==> config.mk <==
export PLATFORM = sky130hd
export DESIGN_NAME = lltx_front_flat
export DESIGN_NICKNAME = d
export VERILOG_FILES = /design/src/hw/rtl/lltx_pkg.sv /design/src/hw/rtl/lltx_in_if.sv /design/src/hw/rtl/lltx_front.sv /design/src/flat_wrapper.sv
export SDC_FILE = /design/constraint.sdc
export NUM_CORES = 1
export LEC_CHECK = 0
export CAP_MARGIN = 10
export CORE_UTILIZATION = 30
export CTS_BUF_LIST = sky130_fd_sc_hd__clkbuf_4
export DETAILED_ROUTE_END_ITERATION = 7
export DONT_BUFFER_PORTS = 1
export PLACE_DENSITY = 0.5
export SETUP_SLACK_MARGIN = 0.5
export SLEW_MARGIN = 0
export SYNTH_ARGS = -nofsm -noshare
export SYNTH_HDL_FRONTEND = slang
export SYNTH_SLANG_ARGS = --single-unit
==> constraint.sdc <==
create_clock -name i_clk -period 5.1 [get_ports i_clk]
set_clock_uncertainty 0.05 [all_clocks]
set_input_delay 0.51 -clock i_clk [delete_from_list [all_inputs] [get_ports i_clk]]
set_output_delay 0.51 -clock i_clk [all_outputs]
set_load 0.01 [all_outputs]
==> src/hw/rtl/lltx_pkg.sv <==
// lltx_pkg: shared types, constants and codes of the log line timestamp extractor
// no dependencies; used by lltx_front, lltx_back, the top level and the testbench

package lltx_pkg;

    localparam int MAX_ELEMENTS  = 64;
    localparam int LITERAL_DEPTH = 1024;
    localparam int EIDX_W        = $clog2(MAX_ELEMENTS);
    localparam int ETOT_W        = $clog2(MAX_ELEMENTS + 1);
    localparam int LADDR_W       = $clog2(LITERAL_DEPTH);
    localparam int LTOT_W        = $clog2(LITERAL_DEPTH + 1);
    localparam int QUEUE_DEPTH   = 4;
    localparam int QPTR_W        = $clog2(QUEUE_DEPTH);
    localparam int TPOS_W        = 4;

    localparam logic [7:0] CH_T     = 8'h54;
    localparam logic [7:0] CH_QUOTE = 8'h22;
    localparam logic [7:0] CH_COLON = 8'h3a;
    localparam logic [7:0] CH_DOT   = 8'h2e;
    localparam logic [7:0] CH_SPACE = 8'h20;
    localparam logic [7:0] CH_CR    = 8'h0d;
    localparam logic [7:0] CH_LF    = 8'h0a;

    typedef enum logic [1:0] {
        ACT_CLEAR = 2'd0,
        ACT_FMT   = 2'd1,
        ACT_END   = 2'd2,
        ACT_LOG   = 2'd3
    } t_action;

    typedef enum logic [1:0] {
        KIND_NONE    = 2'd0,
        KIND_PAYLOAD = 2'd1,
        KIND_TIME    = 2'd2,
        KIND_EOL     = 2'd3
    } t_kind;

    typedef enum logic [1:0] {
        PH_COPY = 2'd0,
        PH_LIT  = 2'd1,
        PH_TIME = 2'd2,
        PH_WAIT = 2'd3
    } t_phase;

    typedef enum logic [1:0] {
        BS_RUN,
        BS_REQ_E,
        BS_CAP_E,
        BS_CAP_L
    } t_bstate;

    typedef struct packed {
        t_action    action;
        logic [7:0] ch;
        logic       is_break;
        logic       is_skip;
    } t_cmd;

    typedef struct packed {
        logic [7:0]         ch;
        logic [LADDR_W-1:0] first;
        logic [LADDR_W-1:0] last;
    } t_elem;

    localparam int ELEM_W = $bits(t_elem);

endpackage

==> src/hw/rtl/lltx_in_if.sv <==
// lltx_in_if: input channel of the extractor, valid/ready plus one word
// no dependencies

interface lltx_in_if;
    logic       valid;
    logic       ready;
    logic [1:0] action;
    logic [7:0] char_in;

    modport source(output valid, output action, output char_in, input ready);
    modport sink(input valid, input action, input char_in, output ready);
endinterface

==> src/hw/rtl/lltx_front.sv <==
// lltx_front: takes input words, classifies the character and queues the command
// depends on lltx_pkg and lltx_in_if

module lltx_front (
    input  logic              i_clk,
    input  logic              i_rst_n,
    lltx_in_if.sink           i_in,
    input  logic              i_pop,
    output logic              o_valid,
    output lltx_pkg::t_cmd    o_cmd
);
    lltx_pkg::t_cmd                r_mem [lltx_pkg::QUEUE_DEPTH];
    logic [lltx_pkg::QPTR_W-1:0]   r_wp;
    logic [lltx_pkg::QPTR_W-1:0]   r_rp;
    logic [lltx_pkg::QPTR_W:0]     r_cnt;
    lltx_pkg::t_cmd                cmd;
    logic                          push;

    always_comb begin
        cmd.action   = lltx_pkg::t_action'(i_in.action);
        cmd.ch       = i_in.char_in;
        cmd.is_break = (i_in.char_in == lltx_pkg::CH_CR) || (i_in.char_in == lltx_pkg::CH_LF);
        cmd.is_skip  = (i_in.char_in inside {[8'h61:8'h7a], [8'h30:8'h39]})
                     || (i_in.char_in == lltx_pkg::CH_SPACE)
                     || ((i_in.char_in inside {[8'h41:8'h5a]})
                         && (i_in.char_in != lltx_pkg::CH_T));
    end

    assign i_in.ready = (r_cnt != (lltx_pkg::QPTR_W + 1)'(lltx_pkg::QUEUE_DEPTH));
    assign push       = i_in.valid && i_in.ready;
    assign o_valid    = (r_cnt != '0);
    assign o_cmd      = r_mem[r_rp];

    always_ff @(posedge i_clk) begin
        if (push) begin
            r_mem[r_wp] <= cmd;
        end
        if (!i_rst_n) begin
            r_wp  <= '0;
            r_rp  <= '0;
            r_cnt <= '0;
        end else begin
            if (push) begin
                r_wp <= r_wp + 1'b1;
            end
            if (i_pop) begin
                r_rp <= r_rp + 1'b1;
            end
            r_cnt <= r_cnt + (lltx_pkg::QPTR_W + 1)'(push) - (lltx_pkg::QPTR_W + 1)'(i_pop);
        end
    end

`ifndef SYNTHESIS
    a_no_pop_empty: assert property (@(posedge i_clk) disable iff (!i_rst_n)
        i_pop |-> o_valid) else $error("pop from empty queue");
    a_cnt_range: assert property (@(posedge i_clk) disable iff (!i_rst_n)
        r_cnt <= (lltx_pkg::QPTR_W + 1)'(lltx_pkg::QUEUE_DEPTH)) else $error("queue count");
    a_cnt_step: assert property (@(posedge i_clk) disable iff (!i_rst_n)
        (push && !i_pop) |=> (r_cnt == $past(r_cnt) + 1'b1)) else $error("queue count step");
`endif
endmodule

==> src/flat_wrapper.sv <==
// flat-port wrapper written by rule: the top's interface ports become plain ports
module lltx_front_flat 
  (i_clk, i_rst_n, i_pop, o_valid, o_cmd, i_in_valid, i_in_action, i_in_char_in, i_in_ready);
  lltx_in_if i_in_i ();
  input  logic i_clk;
  input  logic i_rst_n;
  input  logic i_pop;
  output logic o_valid;
  output lltx_pkg::t_cmd o_cmd;
  input wire logic [$bits(i_in_i.valid)-1:0] i_in_valid;
  input wire logic [$bits(i_in_i.action)-1:0] i_in_action;
  input wire logic [$bits(i_in_i.char_in)-1:0] i_in_char_in;
  output wire logic [$bits(i_in_i.ready)-1:0] i_in_ready;
  assign i_in_i.valid = i_in_valid;
  assign i_in_i.action = i_in_action;
  assign i_in_i.char_in = i_in_char_in;
  assign i_in_ready = i_in_i.ready;
  lltx_front u_core (.i_clk(i_clk), .i_rst_n(i_rst_n), .i_in(i_in_i), .i_pop(i_pop), .o_valid(o_valid), .o_cmd(o_cmd));
endmodule
==> impl_summary.log, run 1 <==
[metrics] run status: finished clean
[metrics] clock sink total: 57
[metrics] summed negative setup slack over all endpoints: 0 ns
[metrics] slowest stage cell, crit path: sky130_fd_sc_hd__dfxtp_1
[metrics] number of placed instances, taps included: 225
[metrics] H-tree depth: 3
[metrics] number of top-level design ports: 28
[metrics] clock slew seen by the registers of the worst setup and hold paths: 0.09 ns
[metrics] most common flop cell mapped by yosys: sky130_fd_sc_hd__edfxtp_1
[metrics] total CTS buffers: 9
[metrics] Max Clock Freq: a little over 0.4 GHz
[metrics] fin cells: 240
[metrics] Final Util: 34.64%
[metrics] Max-cap violations: 0
[metrics] Chip Width: 90.05 microns
[metrics] Worst Hold Margin: 0.1644 ns
[metrics] Initial DRT Pass Iterations: 4
[metrics] switching power share of the total: 25.16%
[metrics] arrival time worst endpoint: 1.86 ns
[metrics] Post-Place Worst Slack: 3.014 ns
[metrics] initial antenna violation count: 0
[metrics] ordered list of cells on the worst path: mux4_1
[metrics] synthesized area: roughly 2300 sq um
[metrics] synthesized area per cell: 18.17 sq um
[metrics] total vias in the final route: 1122
[metrics] antenna cells: 0
[metrics] Worst-Skew Late Latency: 0.38 ns
[metrics] vertical extent of the die: approximately 90 microns
[metrics] final hold vios: 0
[metrics] share of the clock period used by the worst path after layout: 47.37%
[metrics] top cell family by delay on the critical path: flip-flops
[metrics] net count reported at finish: 158
[metrics] total buffers and inverters traversed by the critical path: 0
[metrics] Seq pwr share: 57.0%
[metrics] maximum number of buffers from clock root to sink: 2
[metrics] Sw Pwr: roughly 0.26 mW
[metrics] Gate power share: 15.2%
[metrics] violation count after the first detailed-routing iteration: 57
[metrics] area of the core region: 7370 sq um
[metrics] met2 track demand over resource: between 10% and 20%
[metrics] fin crit period: 2.416 ns
[metrics] area growth from synthesis to layout: 9.736%
[metrics] proportion of layout cells with a drive suffix above 1: between 10% and 20%
[metrics] PD cells: 402.7 nW/um^2
[metrics] worst slew margin relative to its limit: 53.08%
[metrics] TritonCTS clock tree: yes
[metrics] final number of setup-violating endpoints: 0
[metrics] gp weighted congestion: around 0.68
[metrics] EDFF count, synth: 48
[metrics] slew at the pin with the worst max-slew slack: 0.7039 ns
[metrics] kind of critical path: register to output port
[metrics] clock tree root driver cell: sky130_fd_sc_hd__clkbuf_4
[metrics] Final Total Pwr: 1.028 mW
[metrics] post-route cell area: 2552 sq um
[metrics] Hold Buf Count CTS: 0
[metrics] leakage power summed over all cells: 0.8628 nW
[metrics] setup repair after global routing missed its margin: no
[metrics] Total Routing Usage GR: between 10 and 15%
[metrics] Seq/Total Area, Yosys: 69.71%
[metrics] largest net degree at the start of global routing: 13
[metrics] number of nets still failing antenna checks after routing: 0
[metrics] crit path capture type: output port
[metrics] Worst path max stage delay: 0.76 ns
[metrics] global-route wire length before repair: 6.216 mm
[metrics] number of design rule violations left after detail routing: 0
[metrics] Most Crowded Layer GR: met2
[metrics] die outline area: 8109 sq um
[metrics] clock power share: between 20% and 30%
[metrics] Int Power: 0.7693 mW
[metrics] initial core utilization: 31.56%
[metrics] Site Rows: 31
[metrics] drt total wl: 3.946 mm
[metrics] Yosys warning count: 0
[metrics] Crit path required time: 4.54 ns
[metrics] remaining global-route overflow: 0
[metrics] vias in the first global route: ~1200
[metrics] post-synth net total: 149
[metrics] worst setup slack after layout: 2.684 ns
[metrics] number of gates given a new drive strength after cts: 0
[metrics] distinct cell type count of the synthesized netlist: 29
[metrics] largest vdd supply drop: 0.0001672 V
[metrics] GR Layer Usage met3: between 6 and 7%
[metrics] instance area at placement: 2435 sq um
[metrics] CP Launch Type: register
[metrics] routed vias/inst: 4.675
[metrics] Synth async-reset ratio: 0%
[metrics] met1 Use GR: 10.18%
[metrics] crit path max fanout: 12
[metrics] number of input and output port buffers inserted: 0
[metrics] Syn Inst Count: approximately 130
[metrics] Avg WL per Cell: around 16 microns
[metrics] worst min-delay path class: input pin to register
[metrics] post-synthesis sequential element count: 57
[metrics] Final Slew Violations: 0
[metrics] post-CTS setup-driven buffer insertion count: 0
[final cells by class]
| cell class | count | area, sq um |
|---|---|---|
| clock buffer | 9 | 67.56 |
| clock inverter | 6 | 50.05 |
| fill | 707 | 4817 |
| inverter | 9 | 33.78 |
| multi-input combinational | 60 | 655.6 |
| sequential | 57 | 1622 |
| tap | 99 | 123.9 |
[cells by family (layout without fill, tap and decap cells)]
group / count (synthesis) / in the layout / synth area share, %
mux: 12 / 12 / 13.23
fa+ha+maj: 7 / 7 / 4.088
compound gates: 10 / 10 / 2.636
flops: 57 / 57 / 69.71
xor+xnor: 4 / 4 / 1.506
simple gates: 27 / 27 / 6.724
buf+inv: 11 / 24 / 2.098
[cell usage after synthesis (all sizes together) (3+ instances only)]
cell	count	area share [%]
edfxtp	48	62
o21ai	4	0.86
and3	4	1.1
inv	9	1.5
dfxtp	9	7.7
nand3	3	0.65
a21oi	3	0.65
and2	3	0.81
nand2	4	0.65
mux4	12	13
nor2	4	0.65
ha	6	3.2
xnor2	3	1.1
[registers in the layout, summed over array words and instances, names as in the netlist, named ones only]
signal,flops
u_core.r_cnt,3
u_core.r_rp,2
u_core.r_mem,48
u_core.r_wp,2
[cells in the final DEF, fill, tap and decap left out, types with 3 or more instances in the layout]
| cell type | instances |
|---|---|
| sky130_fd_sc_hd__a21oi_1 | 3 |
| sky130_fd_sc_hd__and2_1 | 3 |
| sky130_fd_sc_hd__and3_1 | 4 |
| sky130_fd_sc_hd__clkbuf_4 | 9 |
| sky130_fd_sc_hd__clkinv_1 | 4 |
| sky130_fd_sc_hd__dfxtp_1 | 9 |
| sky130_fd_sc_hd__edfxtp_1 | 48 |
| sky130_fd_sc_hd__ha_1 | 6 |
| sky130_fd_sc_hd__inv_1 | 9 |
| sky130_fd_sc_hd__mux4_1 | 10 |
| sky130_fd_sc_hd__nand2_1 | 4 |
| sky130_fd_sc_hd__nand3_1 | 3 |
| sky130_fd_sc_hd__nor2_1 | 4 |
| sky130_fd_sc_hd__o21ai_0 | 4 |
| sky130_fd_sc_hd__xnor2_1 | 3 |
[metal layers]
metal  part of all wire (%)  routed length [microns]
met1                     37                     1478
met2                     54                     2113
met3                    7.4                      291
met4                    1.6                       63
met5                      0                        0
[power groups by stage]
stage	Combinational, mW	Sequential [mW]	Clock [mW]
after global placement	0.154	0.593	0
after global routing	0.177	0.592	0.317
after detailed placement	0.160	0.598	0
final	0.156	0.586	0.285
after floorplan	0.138	0.583	0
after CTS	0.161	0.588	0.296
[final timing paths]
path | endpoint | from | cells after the start | slack [ns]
worst min register to register | u_core.r_wp[1] | u_core.r_wp[1] | 2 | 0.48
worst max register to register | u_core.r_cnt[2] | u_core.r_cnt[2] | 7 | 3.23
worst max-delay path | o_cmd[4] | register | 1 | 2.68
worst min-delay path | u_core.r_mem[2][7] | i_in_char_in[5] | 0 | 0.16
Power figures use the tool's default switching activity.
==> inputs of run 2 (changes only) <==
==> constraint.sdc (replaced) <==
create_clock -name i_clk -period 2.5 [get_ports i_clk]
set_clock_uncertainty 0.05 [all_clocks]
set_input_delay 0.25 -clock i_clk [delete_from_list [all_inputs] [get_ports i_clk]]
set_output_delay 0.25 -clock i_clk [all_outputs]
set_load 0.01 [all_outputs]
==> impl_summary.log, run 2 (synthesis results as in run 1) <==
[metrics] run status: finished clean
[metrics] worst min-delay path class: input pin to register
[metrics] largest vdd supply drop: 0.0003709 V
[metrics] routed vias/inst: 4.690
[metrics] die outline area: between 8000 and 9000 sq um
[metrics] Crit path required time: around 2.2 ns
[metrics] area growth from synthesis to layout: 16.46%
[metrics] number of nets still failing antenna checks after routing: 0
[metrics] number of placed instances, taps included: 226
[metrics] TritonCTS clock tree: yes
[metrics] worst r2r src: u_core.r_cnt[0]
[metrics] hold-critical path depth: 2
[metrics] crit path max fanout: 12
[metrics] number of flip-flops in the largest register: 48
[metrics] violation count after the first detailed-routing iteration: 56
[metrics] number of input and output port buffers inserted: 0
[metrics] vias in the first global route: 1302
[metrics] maximum number of buffers from clock root to sink: 2
[metrics] met1 wire length: about 1.7 mm
[metrics] beginning of the worst hold path: i_rst_n
[metrics] register name with the most flops: u_core.r_mem
[metrics] most frequent cells in the layout: sky130_fd_sc_hd__edfxtp_1, sky130_fd_sc_hd__dlygate4sd3_1, sky130_fd_sc_hd__inv_1, sky130_fd_sc_hd__mux4_1, sky130_fd_sc_hd__clkbuf_4
[metrics] number of top-level design ports: 28
[metrics] Max Clock Freq: 0.5383 GHz
[metrics] kind of critical path: register to output port
[metrics] Worst-Skew Late Latency: about 0.37 ns
[metrics] R2R Path End: u_core.r_cnt[2]
[metrics] remaining global-route overflow: 0
[metrics] H-tree depth: 3
[metrics] final hold vios: 0
[metrics] leakage power summed over all cells: 0.9275 nW
[metrics] summed negative setup slack over all endpoints: 0 ns
[metrics] initial antenna violation count: 0
[metrics] drt total wl: approximately 4.2 mm
[metrics] proportion of layout cells with a drive suffix above 1: 14.10%
[metrics] Top Metal Used: met4
[metrics] net count reported at finish: about 170
[metrics] Initial DRT Pass Iterations: 4
[metrics] final number of setup-violating endpoints: 0
[metrics] Total Routing Usage GR: 11.40%
[metrics] fin crit period: around 1.9 ns
[metrics] count of cells along the worst register-to-register path: 8
[metrics] number of design rule violations left after detail routing: 0
[metrics] routed length on met3: roughly 220 microns
[metrics] slew at the pin with the worst max-slew slack: ~0.69 ns
[metrics] crit path capture type: output port
[metrics] top flop regs: u_core.r_mem x48, u_core.r_cnt x3
[metrics] total vias in the final route: ~1200
[metrics] CP Launch Type: register
[metrics] setup repair after global routing missed its margin: no
[metrics] total CTS buffers: 9
[metrics] terminating pin of the worst hold path: u_core.r_rp[0]
[metrics] clock sink total: 57
[metrics] global-route wire length before repair: 6.644 mm
[metrics] Site Rows: 31
[metrics] commonest non-fill, non-tap cell in the layout: sky130_fd_sc_hd__edfxtp_1
[metrics] Final Slew Violations: 0
[metrics] clock slew seen by the registers of the worst setup and hold paths: 0.09 ns
[metrics] clock tree root driver cell: sky130_fd_sc_hd__clkbuf_4
[metrics] fin cells: 255
[metrics] antenna cells: 0
[metrics] half-perimeter wire length after placement: 2.633 mm
[metrics] Max-cap violations: 0
[metrics] Met2 Wirelength: between 2 and 2.5 mm
[metrics] vertical extent of the die: 90.05 microns
[metrics] worst slew margin relative to its limit: 54.18%
[metrics] arrival time worst endpoint: approximately 1.6 ns
[metrics] initial core utilization: between 30% and 40%
[metrics] area of the core region: around 7400 sq um
[metrics] largest net degree at the start of global routing: 13
[metrics] gp weighted congestion: 0.6660
[metrics] share of the clock period used by the worst path after layout: 74.31%
[metrics] PD cells: between 800 and 900 nW/um^2
[metrics] post-CTS setup-driven buffer insertion count: 0
[metrics] r2r setup slk: between 0.6 and 0.7 ns
[metrics] Avg WL per Cell: 16.47 microns
[metrics] Chip Width: around 90 microns
run 2: cell count changes in the layout (fill, tap and decap cells not counted), sizes merged:
cell	before	now
buf	0	1
clkinvlp	0	1
dlygate4sd3	0	13
run 2: cell type report:
type / instances / area (sq um)
Multi-Input combinational cell: 60 / 658.1
Timing Repair Buffer: 14 / 141.4
Tap cell: 99 / 123.9
Clock inverter: 7 / 61.31
Fill cell: 715 / 4661
Inverter: 9 / 33.78
Clock buffer: 9 / 67.56
Sequential cell: 57 / 1623
run 2: repair_timing:
item                                   in CTS  in global routing
setup endpoints to repair                   0                  8
gates resized for setup                     0                  4
endpoints found under the hold margin      47                  0
hold buffers                               13                  0
run 2: per-layer routing:
layer	GRT usage, %	up-vias
li1	-	555
met1	12.49	603
met2	19.34	32
met3	3.807	6
met4	6.452	0
met5	0	-
run 2: worst max path at each step:
stage               startpoint         endpoint  slack, ns
2_1_floorplan  u_core.r_cnt[0]  u_core.r_cnt[2]       0.74
3_3_place_gp   u_core.r_cnt[0]  u_core.r_cnt[2]       0.72
3_5_place_dp   u_core.r_cnt[0]  u_core.r_cnt[2]       0.61
4_1_cts               register        o_cmd[11]       0.51
5_1_grt        u_core.r_cnt[2]  u_core.r_cnt[2]       0.51
6_report              register         o_cmd[5]       0.64
run 2: report_power, final:
part / internal, mW / leakage [nW] / switching (mW)
logic: 0.168 / 0.338 / 0.205
registers: 1.14 / 0.517 / 0.0488
clock network: 0.295 / 0.0729 / 0.321
total: 1.60 / 0.927 / 0.575
run 2: stage by stage:
step / setup slack, ns / power [mW] / hold WS [ns] / instance area (sq um) / utilization, %
final: 0.6423 / 2.179 / 0.04057 / 2709 / 36.76
after global routing: 0.5140 / 2.304 / 0.03849 / 2709 / 36.76
after CTS: 0.5138 / 2.199 / 0.01606 / 2701 / 36.66
after detailed placement: 0.6114 / 1.560 / 0.2992 / 2442 / 33.14
after global placement: 0.7211 / 1.527 / 0.2992 / 2442 / 33.14
after floorplan: 0.7383 / 1.470 / 0.2989 / 2326 / -
run 2: worst max-delay path: stages, from the launching register on:
cell	delay, ns
sky130_fd_sc_hd__dfxtp_1	0.34
sky130_fd_sc_hd__buf_6	0.19
sky130_fd_sc_hd__mux4_1	0.65
